## src/fsc_pkg.sv

```systemverilog
// Shared types and constants of the threaded-code stack machine core.
package fsc_pkg;

	typedef enum logic [3:0] {
		ACT_CALL    = 4'd0,
		ACT_DUP     = 4'd1,
		ACT_SWAP    = 4'd2,
		ACT_DROP    = 4'd3,
		ACT_NOT     = 4'd4,
		ACT_ADD     = 4'd5,
		ACT_EXIT    = 4'd6,
		ACT_LITERAL = 4'd7,
		ACT_IF      = 4'd8,
		ACT_ELSE    = 4'd9,
		ACT_BEGIN   = 4'd10,
		ACT_BYE     = 4'd11,
		ACT_NOP     = 4'd12,
		ACT_RESTART = 4'd13
	} act_t;

	typedef enum logic [2:0] {
		FLT_NONE    = 3'd0,
		FLT_DUNDER  = 3'd1,
		FLT_DOVER   = 3'd2,
		FLT_RUNDER  = 3'd3,
		FLT_ROVER   = 3'd4
	} flt_t;

	typedef enum logic [2:0] {
		STK_HOLD = 3'd0,
		STK_PUSH = 3'd1,
		STK_POP  = 3'd2,
		STK_SWAP = 3'd3,
		STK_LOAD = 3'd4
	} stk_op_t;

	localparam logic REG_START_ADDR = 1'b0;

	localparam logic [31:0] TRUE_CELL = 32'h01;

	typedef struct packed {
		logic [15:0]        next_ip;
		logic signed [31:0] top_value;
		logic [6:0]         data_depth;
		logic [6:0]         return_depth;
		logic               halted;
		logic [2:0]         fault;
	} rslt_t;

endpackage

```

## src/fsc_stack.sv

```systemverilog
// Stack with a registered top entry, a memory below it and a prefetched second entry.
module fsc_stack #(
	parameter int WIDTH = 32,
	parameter int DEPTH = 64
) (
	input  logic                         clk,
	input  logic                         arst_n,
	input  logic                         en,
	input  fsc_pkg::stk_op_t             op,
	input  logic [WIDTH-1:0]             top_d,
	input  logic [$clog2(DEPTH+1)-1:0]   load_cnt,
	output logic [WIDTH-1:0]             top,
	output logic [WIDTH-1:0]             second,
	output logic [$clog2(DEPTH+1)-1:0]   cnt,
	output logic [$clog2(DEPTH+1)-1:0]   cnt_d
);

	localparam int CW = $clog2(DEPTH + 1);
	localparam int IW = $clog2(DEPTH);

	logic [WIDTH-1:0] mem [DEPTH];
	logic [WIDTH-1:0] top_q;
	logic [WIDTH-1:0] second_q;
	logic [CW-1:0]    cnt_q;
	logic [CW-1:0]    wptr;
	logic [CW-1:0]    rptr;
	logic [IW-1:0]    waddr;
	logic [IW-1:0]    raddr;
	logic             we;

	always_comb begin
		cnt_d = cnt_q;
		if (en) begin
			case (op)
				fsc_pkg::STK_PUSH: cnt_d = cnt_q + CW'(1);
				fsc_pkg::STK_POP:  cnt_d = cnt_q - CW'(1);
				fsc_pkg::STK_LOAD: cnt_d = load_cnt;
				default:           cnt_d = cnt_q;
			endcase
		end
	end

	assign we    = en && (op == fsc_pkg::STK_PUSH || op == fsc_pkg::STK_SWAP);
	assign wptr  = (op == fsc_pkg::STK_PUSH) ? cnt_q - CW'(1) : cnt_q - CW'(2);
	assign rptr  = cnt_d - CW'(2);
	assign waddr = wptr[IW-1:0];
	assign raddr = rptr[IW-1:0];

	always_ff @(posedge clk) begin
		if (we) begin
			mem[waddr] <= top_q;
		end
		if (we && waddr == raddr) begin
			second_q <= top_q;
		end else begin
			second_q <= mem[raddr];
		end
	end

	always_ff @(posedge clk) begin
		if (en) begin
			top_q <= top_d;
		end
	end

	always_ff @(posedge clk or negedge arst_n) begin
		if (!arst_n) begin
			cnt_q <= '0;
		end else begin
			cnt_q <= cnt_d;
		end
	end

	assign top    = top_q;
	assign second = second_q;
	assign cnt    = cnt_q;

endmodule

```

## src/fsc_outq.sv

```systemverilog
// Two-entry result queue: output register plus skid stage.
module fsc_outq (
	input  logic           clk,
	input  logic           arst_n,
	input  logic           push,
	input  fsc_pkg::rslt_t din,
	output logic           full,
	output logic           out_valid,
	input  logic           out_ready,
	output fsc_pkg::rslt_t dout
);

	fsc_pkg::rslt_t out_q;
	fsc_pkg::rslt_t skid_q;
	logic           out_valid_q;
	logic           skid_valid_q;
	logic           drain;

	assign drain = !out_valid_q || out_ready;

	always_ff @(posedge clk or negedge arst_n) begin
		if (!arst_n) begin
			out_valid_q  <= 1'b0;
			skid_valid_q <= 1'b0;
		end else begin
			if (drain) begin
				out_valid_q  <= skid_valid_q || push;
				skid_valid_q <= 1'b0;
			end else if (push) begin
				skid_valid_q <= 1'b1;
			end
		end
	end

	always_ff @(posedge clk) begin
		if (drain) begin
			if (skid_valid_q) begin
				out_q <= skid_q;
			end else if (push) begin
				out_q <= din;
			end
		end else if (push) begin
			skid_q <= din;
		end
	end

	assign full      = skid_valid_q;
	assign out_valid = out_valid_q;
	assign dout      = out_q;

endmodule

```

## src/forth_stack_core.sv

```systemverilog
// Top level of the threaded-code stack machine core.
//
// Each transfer on the input channel (in_valid/in_ready) carries one decoded
// cell: action, operand and target_addr. The cell executes in the cycle of its
// transfer against the instruction pointer, both stacks and the halt state, and
// its result (next_ip, top_value, depths, halted, fault) is registered and shown
// on the output channel (out_valid/out_ready) from the next cycle on unless the
// output register is stalled, in which case it waits in the skid stage.
// Throughput: one cell per cycle while in_ready is high; the loop through the
// stack top registers and the instruction pointer closes combinationally.
// A two-entry result queue separates the channels: when the receiver stalls,
// one more cell is still taken, and in_ready falls only while both entries
// are full.
// Reset leaves the core halted with empty stacks and the instruction pointer
// at zero; only a restart cell starts execution from start_addr, which is
// written over the APB port (offset 0x0).
module forth_stack_core #(
	parameter int STACK_DEPTH = 64,
	parameter int ADDR_WIDTH  = 16
) (
	input  logic               clk,
	input  logic               arst_n,
	input  logic               psel,
	input  logic               penable,
	input  logic               pwrite,
	input  logic [2:0]         paddr,
	input  logic [31:0]        pwdata,
	output logic [31:0]        prdata,
	output logic               pready,
	input  logic               in_valid,
	output logic               in_ready,
	input  logic [3:0]         action,
	input  logic signed [31:0] operand,
	input  logic [15:0]        target_addr,
	output logic               out_valid,
	input  logic               out_ready,
	output logic [15:0]        next_ip,
	output logic signed [31:0] top_value,
	output logic [6:0]         data_depth,
	output logic [6:0]         return_depth,
	output logic               halted,
	output logic [2:0]         fault
);

	localparam int CNT_W = $clog2(STACK_DEPTH + 1);
	localparam int AW    = ADDR_WIDTH;

	logic [15:0]           start_q;
	logic [AW-1:0]         ip_q;
	logic                  halt_q;
	fsc_pkg::flt_t         fault_q;

	logic [AW-1:0]         ip_d;
	logic                  halt_d;
	fsc_pkg::flt_t         fault_d;
	fsc_pkg::flt_t         flt;
	fsc_pkg::act_t         act;
	logic                  commit;
	logic                  q_full;

	logic [AW-1:0]         ip1;
	logic [AW-1:0]         ip2;
	logic [AW-1:0]         ip_rel;
	logic [AW-1:0]         tgt;
	logic [AW-1:0]         start_ip;

	fsc_pkg::stk_op_t      d_op;
	logic [31:0]           d_top;
	logic [31:0]           d_tos;
	logic [31:0]           d_nos;
	logic [CNT_W-1:0]      d_cnt;
	logic [CNT_W-1:0]      d_cnt_d;

	fsc_pkg::stk_op_t      r_op;
	logic [AW-1:0]         r_top;
	logic [AW-1:0]         r_tos;
	logic [AW-1:0]         r_nos;
	logic [CNT_W-1:0]      r_cnt;
	logic [CNT_W-1:0]      r_cnt_d;

	logic                  d_empty;
	logic                  d_short;
	logic                  d_full;
	logic                  r_empty;
	logic                  r_full;

	fsc_pkg::rslt_t        res;
	fsc_pkg::rslt_t        res_q;

	// configuration port
	assign pready = 1'b1;

	always_ff @(posedge clk or negedge arst_n) begin
		if (!arst_n) begin
			start_q <= '0;
		end else if (psel && penable && pwrite) begin
			unique case (paddr[2])
				fsc_pkg::REG_START_ADDR: start_q <= pwdata[15:0];
				default: ;
			endcase
		end
	end

	always_comb begin
		unique case (paddr[2])
			fsc_pkg::REG_START_ADDR: prdata = {16'd0, start_q};
			default:                 prdata = '0;
		endcase
	end

	// execute
	assign in_ready = !q_full;
	assign commit   = in_valid && in_ready;
	assign act      = fsc_pkg::act_t'(action);

	assign ip1      = ip_q + AW'(1);
	assign ip2      = ip_q + AW'(2);
	assign ip_rel   = ip1 + AW'(operand);
	assign tgt      = AW'(32'(target_addr));
	assign start_ip = AW'(32'(start_q));

	assign d_empty = (d_cnt == '0);
	assign d_short = (d_cnt < CNT_W'(2));
	assign d_full  = (d_cnt >= CNT_W'(STACK_DEPTH));
	assign r_empty = (r_cnt == '0);
	assign r_full  = (r_cnt >= CNT_W'(STACK_DEPTH));

	always_comb begin
		ip_d    = ip_q;
		halt_d  = halt_q;
		fault_d = fault_q;
		flt     = fsc_pkg::FLT_NONE;
		d_op    = fsc_pkg::STK_HOLD;
		d_top   = d_tos;
		r_op    = fsc_pkg::STK_HOLD;
		r_top   = r_tos;
		if (act == fsc_pkg::ACT_RESTART) begin
			ip_d    = start_ip;
			halt_d  = 1'b0;
			fault_d = fsc_pkg::FLT_NONE;
			d_op    = fsc_pkg::STK_LOAD;
			r_op    = fsc_pkg::STK_LOAD;
			r_top   = '0;
		end else if (!halt_q) begin
			unique case (act)
				fsc_pkg::ACT_CALL: begin
					if (r_full) flt = fsc_pkg::FLT_ROVER;
					r_op  = fsc_pkg::STK_PUSH;
					r_top = ip1;
					ip_d  = tgt;
				end
				fsc_pkg::ACT_DUP: begin
					if (d_empty) flt = fsc_pkg::FLT_DUNDER;
					else if (d_full) flt = fsc_pkg::FLT_DOVER;
					d_op = fsc_pkg::STK_PUSH;
					ip_d = ip1;
				end
				fsc_pkg::ACT_SWAP: begin
					if (d_short) flt = fsc_pkg::FLT_DUNDER;
					d_op  = fsc_pkg::STK_SWAP;
					d_top = d_nos;
					ip_d  = ip1;
				end
				fsc_pkg::ACT_DROP: begin
					if (d_empty) flt = fsc_pkg::FLT_DUNDER;
					d_op  = fsc_pkg::STK_POP;
					d_top = d_nos;
					ip_d  = ip1;
				end
				fsc_pkg::ACT_NOT: begin
					if (d_empty) flt = fsc_pkg::FLT_DUNDER;
					d_top = (d_tos == '0) ? fsc_pkg::TRUE_CELL : '0;
					ip_d  = ip1;
				end
				fsc_pkg::ACT_ADD: begin
					if (d_short) flt = fsc_pkg::FLT_DUNDER;
					d_op  = fsc_pkg::STK_POP;
					d_top = d_tos + d_nos;
					ip_d  = ip1;
				end
				fsc_pkg::ACT_EXIT: begin
					if (r_empty) flt = fsc_pkg::FLT_RUNDER;
					r_op  = fsc_pkg::STK_POP;
					r_top = r_nos;
					ip_d  = r_tos;
					if (r_tos == '0) halt_d = 1'b1;
				end
				fsc_pkg::ACT_LITERAL: begin
					if (d_full) flt = fsc_pkg::FLT_DOVER;
					d_op  = fsc_pkg::STK_PUSH;
					d_top = operand;
					ip_d  = ip2;
				end
				fsc_pkg::ACT_IF: begin
					if (d_empty) flt = fsc_pkg::FLT_DUNDER;
					d_op  = fsc_pkg::STK_POP;
					d_top = d_nos;
					ip_d  = (d_tos != '0) ? ip2 : ip_rel;
				end
				fsc_pkg::ACT_ELSE: begin
					ip_d = ip_rel;
				end
				fsc_pkg::ACT_BEGIN: begin
					if (r_full) flt = fsc_pkg::FLT_ROVER;
					r_op  = fsc_pkg::STK_PUSH;
					r_top = ip1;
					ip_d  = ip1;
				end
				fsc_pkg::ACT_BYE: begin
					ip_d   = ip1;
					halt_d = 1'b1;
				end
				default: begin
					ip_d = ip1;
				end
			endcase
			if (flt != fsc_pkg::FLT_NONE) begin
				ip_d    = ip_q;
				halt_d  = 1'b1;
				fault_d = flt;
				d_op    = fsc_pkg::STK_HOLD;
				d_top   = d_tos;
				r_op    = fsc_pkg::STK_HOLD;
				r_top   = r_tos;
			end
		end
	end

	always_ff @(posedge clk or negedge arst_n) begin
		if (!arst_n) begin
			ip_q    <= '0;
			halt_q  <= 1'b1;
			fault_q <= fsc_pkg::FLT_NONE;
		end else if (commit) begin
			ip_q    <= ip_d;
			halt_q  <= halt_d;
			fault_q <= fault_d;
		end
	end

	fsc_stack #(
		.WIDTH (32),
		.DEPTH (STACK_DEPTH)
	) u_dstack (
		.clk      (clk),
		.arst_n   (arst_n),
		.en       (commit),
		.op       (d_op),
		.top_d    (d_top),
		.load_cnt ('0),
		.top      (d_tos),
		.second   (d_nos),
		.cnt      (d_cnt),
		.cnt_d    (d_cnt_d)
	);

	fsc_stack #(
		.WIDTH (AW),
		.DEPTH (STACK_DEPTH)
	) u_rstack (
		.clk      (clk),
		.arst_n   (arst_n),
		.en       (commit),
		.op       (r_op),
		.top_d    (r_top),
		.load_cnt (CNT_W'(1)),
		.top      (r_tos),
		.second   (r_nos),
		.cnt      (r_cnt),
		.cnt_d    (r_cnt_d)
	);

	// result
	always_comb begin
		res.next_ip      = 16'(32'(ip_d));
		res.top_value    = (d_cnt_d == '0) ? '0 : d_top;
		res.data_depth   = 7'(d_cnt_d);
		res.return_depth = 7'(r_cnt_d);
		res.halted       = halt_d;
		res.fault        = fault_d;
	end

	fsc_outq u_outq (
		.clk       (clk),
		.arst_n    (arst_n),
		.push      (commit),
		.din       (res),
		.full      (q_full),
		.out_valid (out_valid),
		.out_ready (out_ready),
		.dout      (res_q)
	);

	assign next_ip      = res_q.next_ip;
	assign top_value    = res_q.top_value;
	assign data_depth   = res_q.data_depth;
	assign return_depth = res_q.return_depth;
	assign halted       = res_q.halted;
	assign fault        = res_q.fault;

endmodule

```

## config.mk

```make
export PLATFORM = sky130hd
export DESIGN_NAME = forth_stack_core
export DESIGN_NICKNAME = d
export VERILOG_FILES = /design/src/fsc_pkg.sv /design/src/fsc_stack.sv /design/src/fsc_outq.sv /design/src/forth_stack_core.sv
export SDC_FILE = /design/constraint.sdc
export NUM_CORES = 2
export LEC_CHECK = 0
export BUFFER_PORTS_ARGS = -buffer_cell sky130_fd_sc_hd__buf_2
export CORE_MARGIN = 4
export CORE_UTILIZATION = 51
export DETAILED_ROUTE_END_ITERATION = 6
export GPL_TIMING_DRIVEN = 0
export PLACE_DENSITY = 0.74
export SLEW_MARGIN = 15
export SYNTH_ARGS = -nofsm -noshare
export SYNTH_HDL_FRONTEND = slang
export SYNTH_SLANG_ARGS = --single-unit
```

## constraint.sdc

```tcl
create_clock -name clk -period 6.45 [get_ports clk]
set_input_delay 0.9675 -clock clk [delete_from_list [all_inputs] [get_ports clk]]
set_output_delay 0.9675 -clock clk [all_outputs]
set_load 0.1 [all_outputs]
```

==> impl_results.md <==
* Max Root-Sink Buffers at 4
* Post-synthesis cell type count at 93
* Largest net degree at the start of global routing at 54
* Dpl cells at 10100
* IO Pins at 195
* GP Congestion at 0.926
* Initial drt markers at 14200
* Area leader, netlist: edfxtp_1
* Worst-Skew Late Latency at 1.00 ns
* TritonCTS Buffers at 336
* Initial Util at 51.3%
* Clk_skew at 0.127 ns
* Area of the core at 257000 sq um
* Max-Slew Margin vs Limit at 14.8%
* Layout fillers at 16900
* Req. time, crit path at 7.31 ns
* Post-synthesis xor/xnor area fraction at 0.544%
* Post-synthesis mux area share at 17.2%
* Count leader, synth: edfxtp_1
* Fin crit share at 98.9%
* Top post-synthesis cells by area: edfxtp_1 (74%), mux4_2 (17%), dfrtp_1 (0.97%)
* FMAX at 0.157 GHz
* Vias/cell at 7.08
* Slew Viols, Final at 0
* Failing checks: DRC
* Compound-cell area share of the yosys netlist at 2.51%
* Non-Filler Instances at 10700
* Synthesized flop and latch total at 3316
* Routed wire per std cell at 40.8 microns
* Post-synthesis sequential area ratio at 75.1%
* Seq. cell area at 99200 sq um
* R2R Setup Slk at 0.07 ns
* Total number of vias at 75600
* Die width at 517 microns
* Drc violations at 15
* Post-synthesis cell count at 6198
* First-pass GRT wire length at 600000 microns
* Post-synthesis adder-cell area fraction at 0.627%
* First-pass iteration count of the detailed router at 7
* Yosys top cell area share at 73.9%
* Nets at 7184
* Leakage at 49.1 nW
* Die Footprint at 267000 sq um
* Area delta synth->final at 17.3%
* Dpl hpwl at 285000 microns
* Post-Syn Area per Cell at 21.3 sq um
* Synth cell count leaders: edfxtp_1 (3252), mux4_2 (984), nor2_1 (274)
* Mapped cell area at 132000 sq um
* Grt ovf at 0
* Clock Pin Slew Worst Setup and Hold Paths at 0.06 ns
* Row count at 186
* Crit end category: register
* CP arrival at 7.24 ns
* Global-route usage over all layers at 32.6%
* Synth Area in Simple Gates at 2.59%
* Final setup viols at 0
* Hold Path Class: in2async
* H-tree depth at 5
* Least-Margin Pin Slew at 1.27 ns
* Final Critical Period at 6.38 ns
* Worst r2r dst: u_outq.dout[47]$_DFFE_PP_
* TritonCTS Sinks at 3316
* Port Buffers at 158
* Initial antenna violation count at 41
* Vias in the first global route at 73700
* Final Hold Vio Count at 0
* Max Cap Viol at 0
* Root buf cell: clkbuf_16
* Startpoint Class: register
* Power per cell area at 418 nW/um^2
* Worst Path Max Fanout at 10
* Combinational family with the most area after synthesis: multiplexers
* CTS tree: yes
* Most used DFF post-synth: edfxtp_1
* ANT nets after route at 0
* Post-Route WL at 435000 microns
* Setup TNS at 0 ns
* Area of the multi-input gates at 31800 sq um
* Post-synth EDFFs at 3252
* Die H at 517 microns
* Synth async-reset ratio at 1.57%
* Peak supply drop at 337 uV
* Outcome: finished with violations
* Share of post-route cells with drive strength above 1 at 31.8%
* Warnings from Yosys at 0
* Critical path type: reg2reg
* Reg2Reg Depth at 19
==> timing repair <==
item	CTS	global route
gates resized for setup	58	96
buffers inserted	0	0
setup endpoints to repair	62	29
hold buffers	0	0
endpoints found under the hold margin	0	0
==> worst max path at each step <==
stage	endpoint	depth (start not counted)
floorplan	u_outq.dout[36]$_DFFE_PP_	18
finish	u_outq.dout[47]$_DFFE_PP_	19
detailed placement	u_outq.dout[35]$_DFFE_PP_	16
global placement	u_dstack.mem[51][15]$_DFFE_PP_	11
global route	u_outq.dout[46]$_DFFE_PP_	16
CTS	u_outq.dout[46]$_DFFE_PP_	19
==> sequential cells by signal, summed over array words and instances, names as in the netlist, named ones only <==
register,flops
u_outq.full,1
u_dstack.cnt,7
u_dstack.top,32
u_outq.dout,66
halt_q,1
start_ip,16
fault_q,3
u_rstack.cnt,7
u_rstack.mem,1024
u_rstack.top,16
u_dstack.mem,2048
u_outq.out_valid,1
u_outq.skid_q,66
ip_q,16
==> logic make-up (layout without fill, tap and decap cells) <==
family,count (synthesis),in the layout
AOI/OAI and AO/OA,503,503
xor gates and xnor gates,82,82
adders and majority gates,65,65
buffers and inverters,440,1495
DFF,3316,3316
muxes,1036,1036
other,2,42
and+or+nand+nor,754,754
==> report_power, final <==
group / internal (mW) / switching, mW
Clock: 10.9 / 8.34
Sequential: 24.7 / 0.412
Combinational: 7.63 / 12.9
Total: 43.2 / 21.6
==> routing by layer <==
layer	up-vias	global-route usage [%]	wire (microns)	part of all wire (%)
li1	27600	-	-	-
met1	38600	41.8	141000	32
met2	7683	48.5	195000	45
met3	1657	13.4	70800	16
met4	40	16.1	27400	6.3
met5	-	0	300	0.069
==> worst max-delay path: stages (launching register included) <==
cell	delay [ns]
dfxtp_1	0.66
buf_2	0.42
clkbuf_4	0.45
clkbuf_2	0.50
clkbuf_2	0.57
mux2_2	0.48
nand2_1	0.10
o21ai_1	0.47
ha_1	0.36
clkbuf_1	0.20
a21o_1	0.21
a21o_1	0.19
a21oi_1	0.19
nand2_1	0.07
nor3_1	0.32
o31ai_1	0.16
xor2_1	0.27
nand2_1	0.09
a21oi_1	0.30
a31o_2	0.22
==> stage by stage <==
stage	hold slack, ns	util [%]	setup WS [ns]	total power [mW]	cell area, sq um
after floorplan	0.444	-	1.41	37.4	132000
after global placement	0.474	53.3	-3.14	43.9	137000
after detailed placement	0.483	56.0	-1.04	44.7	144000
after CTS	0.0240	60.1	0.000153	64.1	155000
after global routing	0.0785	60.2	-0.00367	66.3	155000
final	0.0435	60.2	0.0684	64.8	155000
==> cells in the final DEF (no fill, tap or decap), types with 45 or more instances in the layout <==
cell / count
ha_1: 62
nor2_1: 145
clkbuf_16: 342
buf_2: 201
buf_12: 76
nor2_4: 69
clkinv_1: 63
xnor2_1: 48
edfxtp_1: 3252
buf_8: 130
nand2_1: 237
nand3_1: 45
inv_1: 82
clkbuf_1: 200
clkbuf_2: 59
clkinv_2: 56
dfrtp_1: 51
buf_16: 94
nor2_2: 60
a21oi_1: 107
mux4_2: 984
o21ai_0: 122
==> final cells by class <==
type | instances | area share [%]
Sequential cell | 3316 | 64.0
Inverter | 86 | 0.208
Antenna cell | 25 | 0.0404
Tap cell | 3384 | 2.73
Clock buffer | 398 | 5.67
Multi-Input combinational cell | 2457 | 20.5
Buffer | 353 | 1.15
Timing Repair Buffer | 475 | 4.54
Clock inverter | 183 | 1.13
No activity file was read; power rests on OpenSTA's default activity.
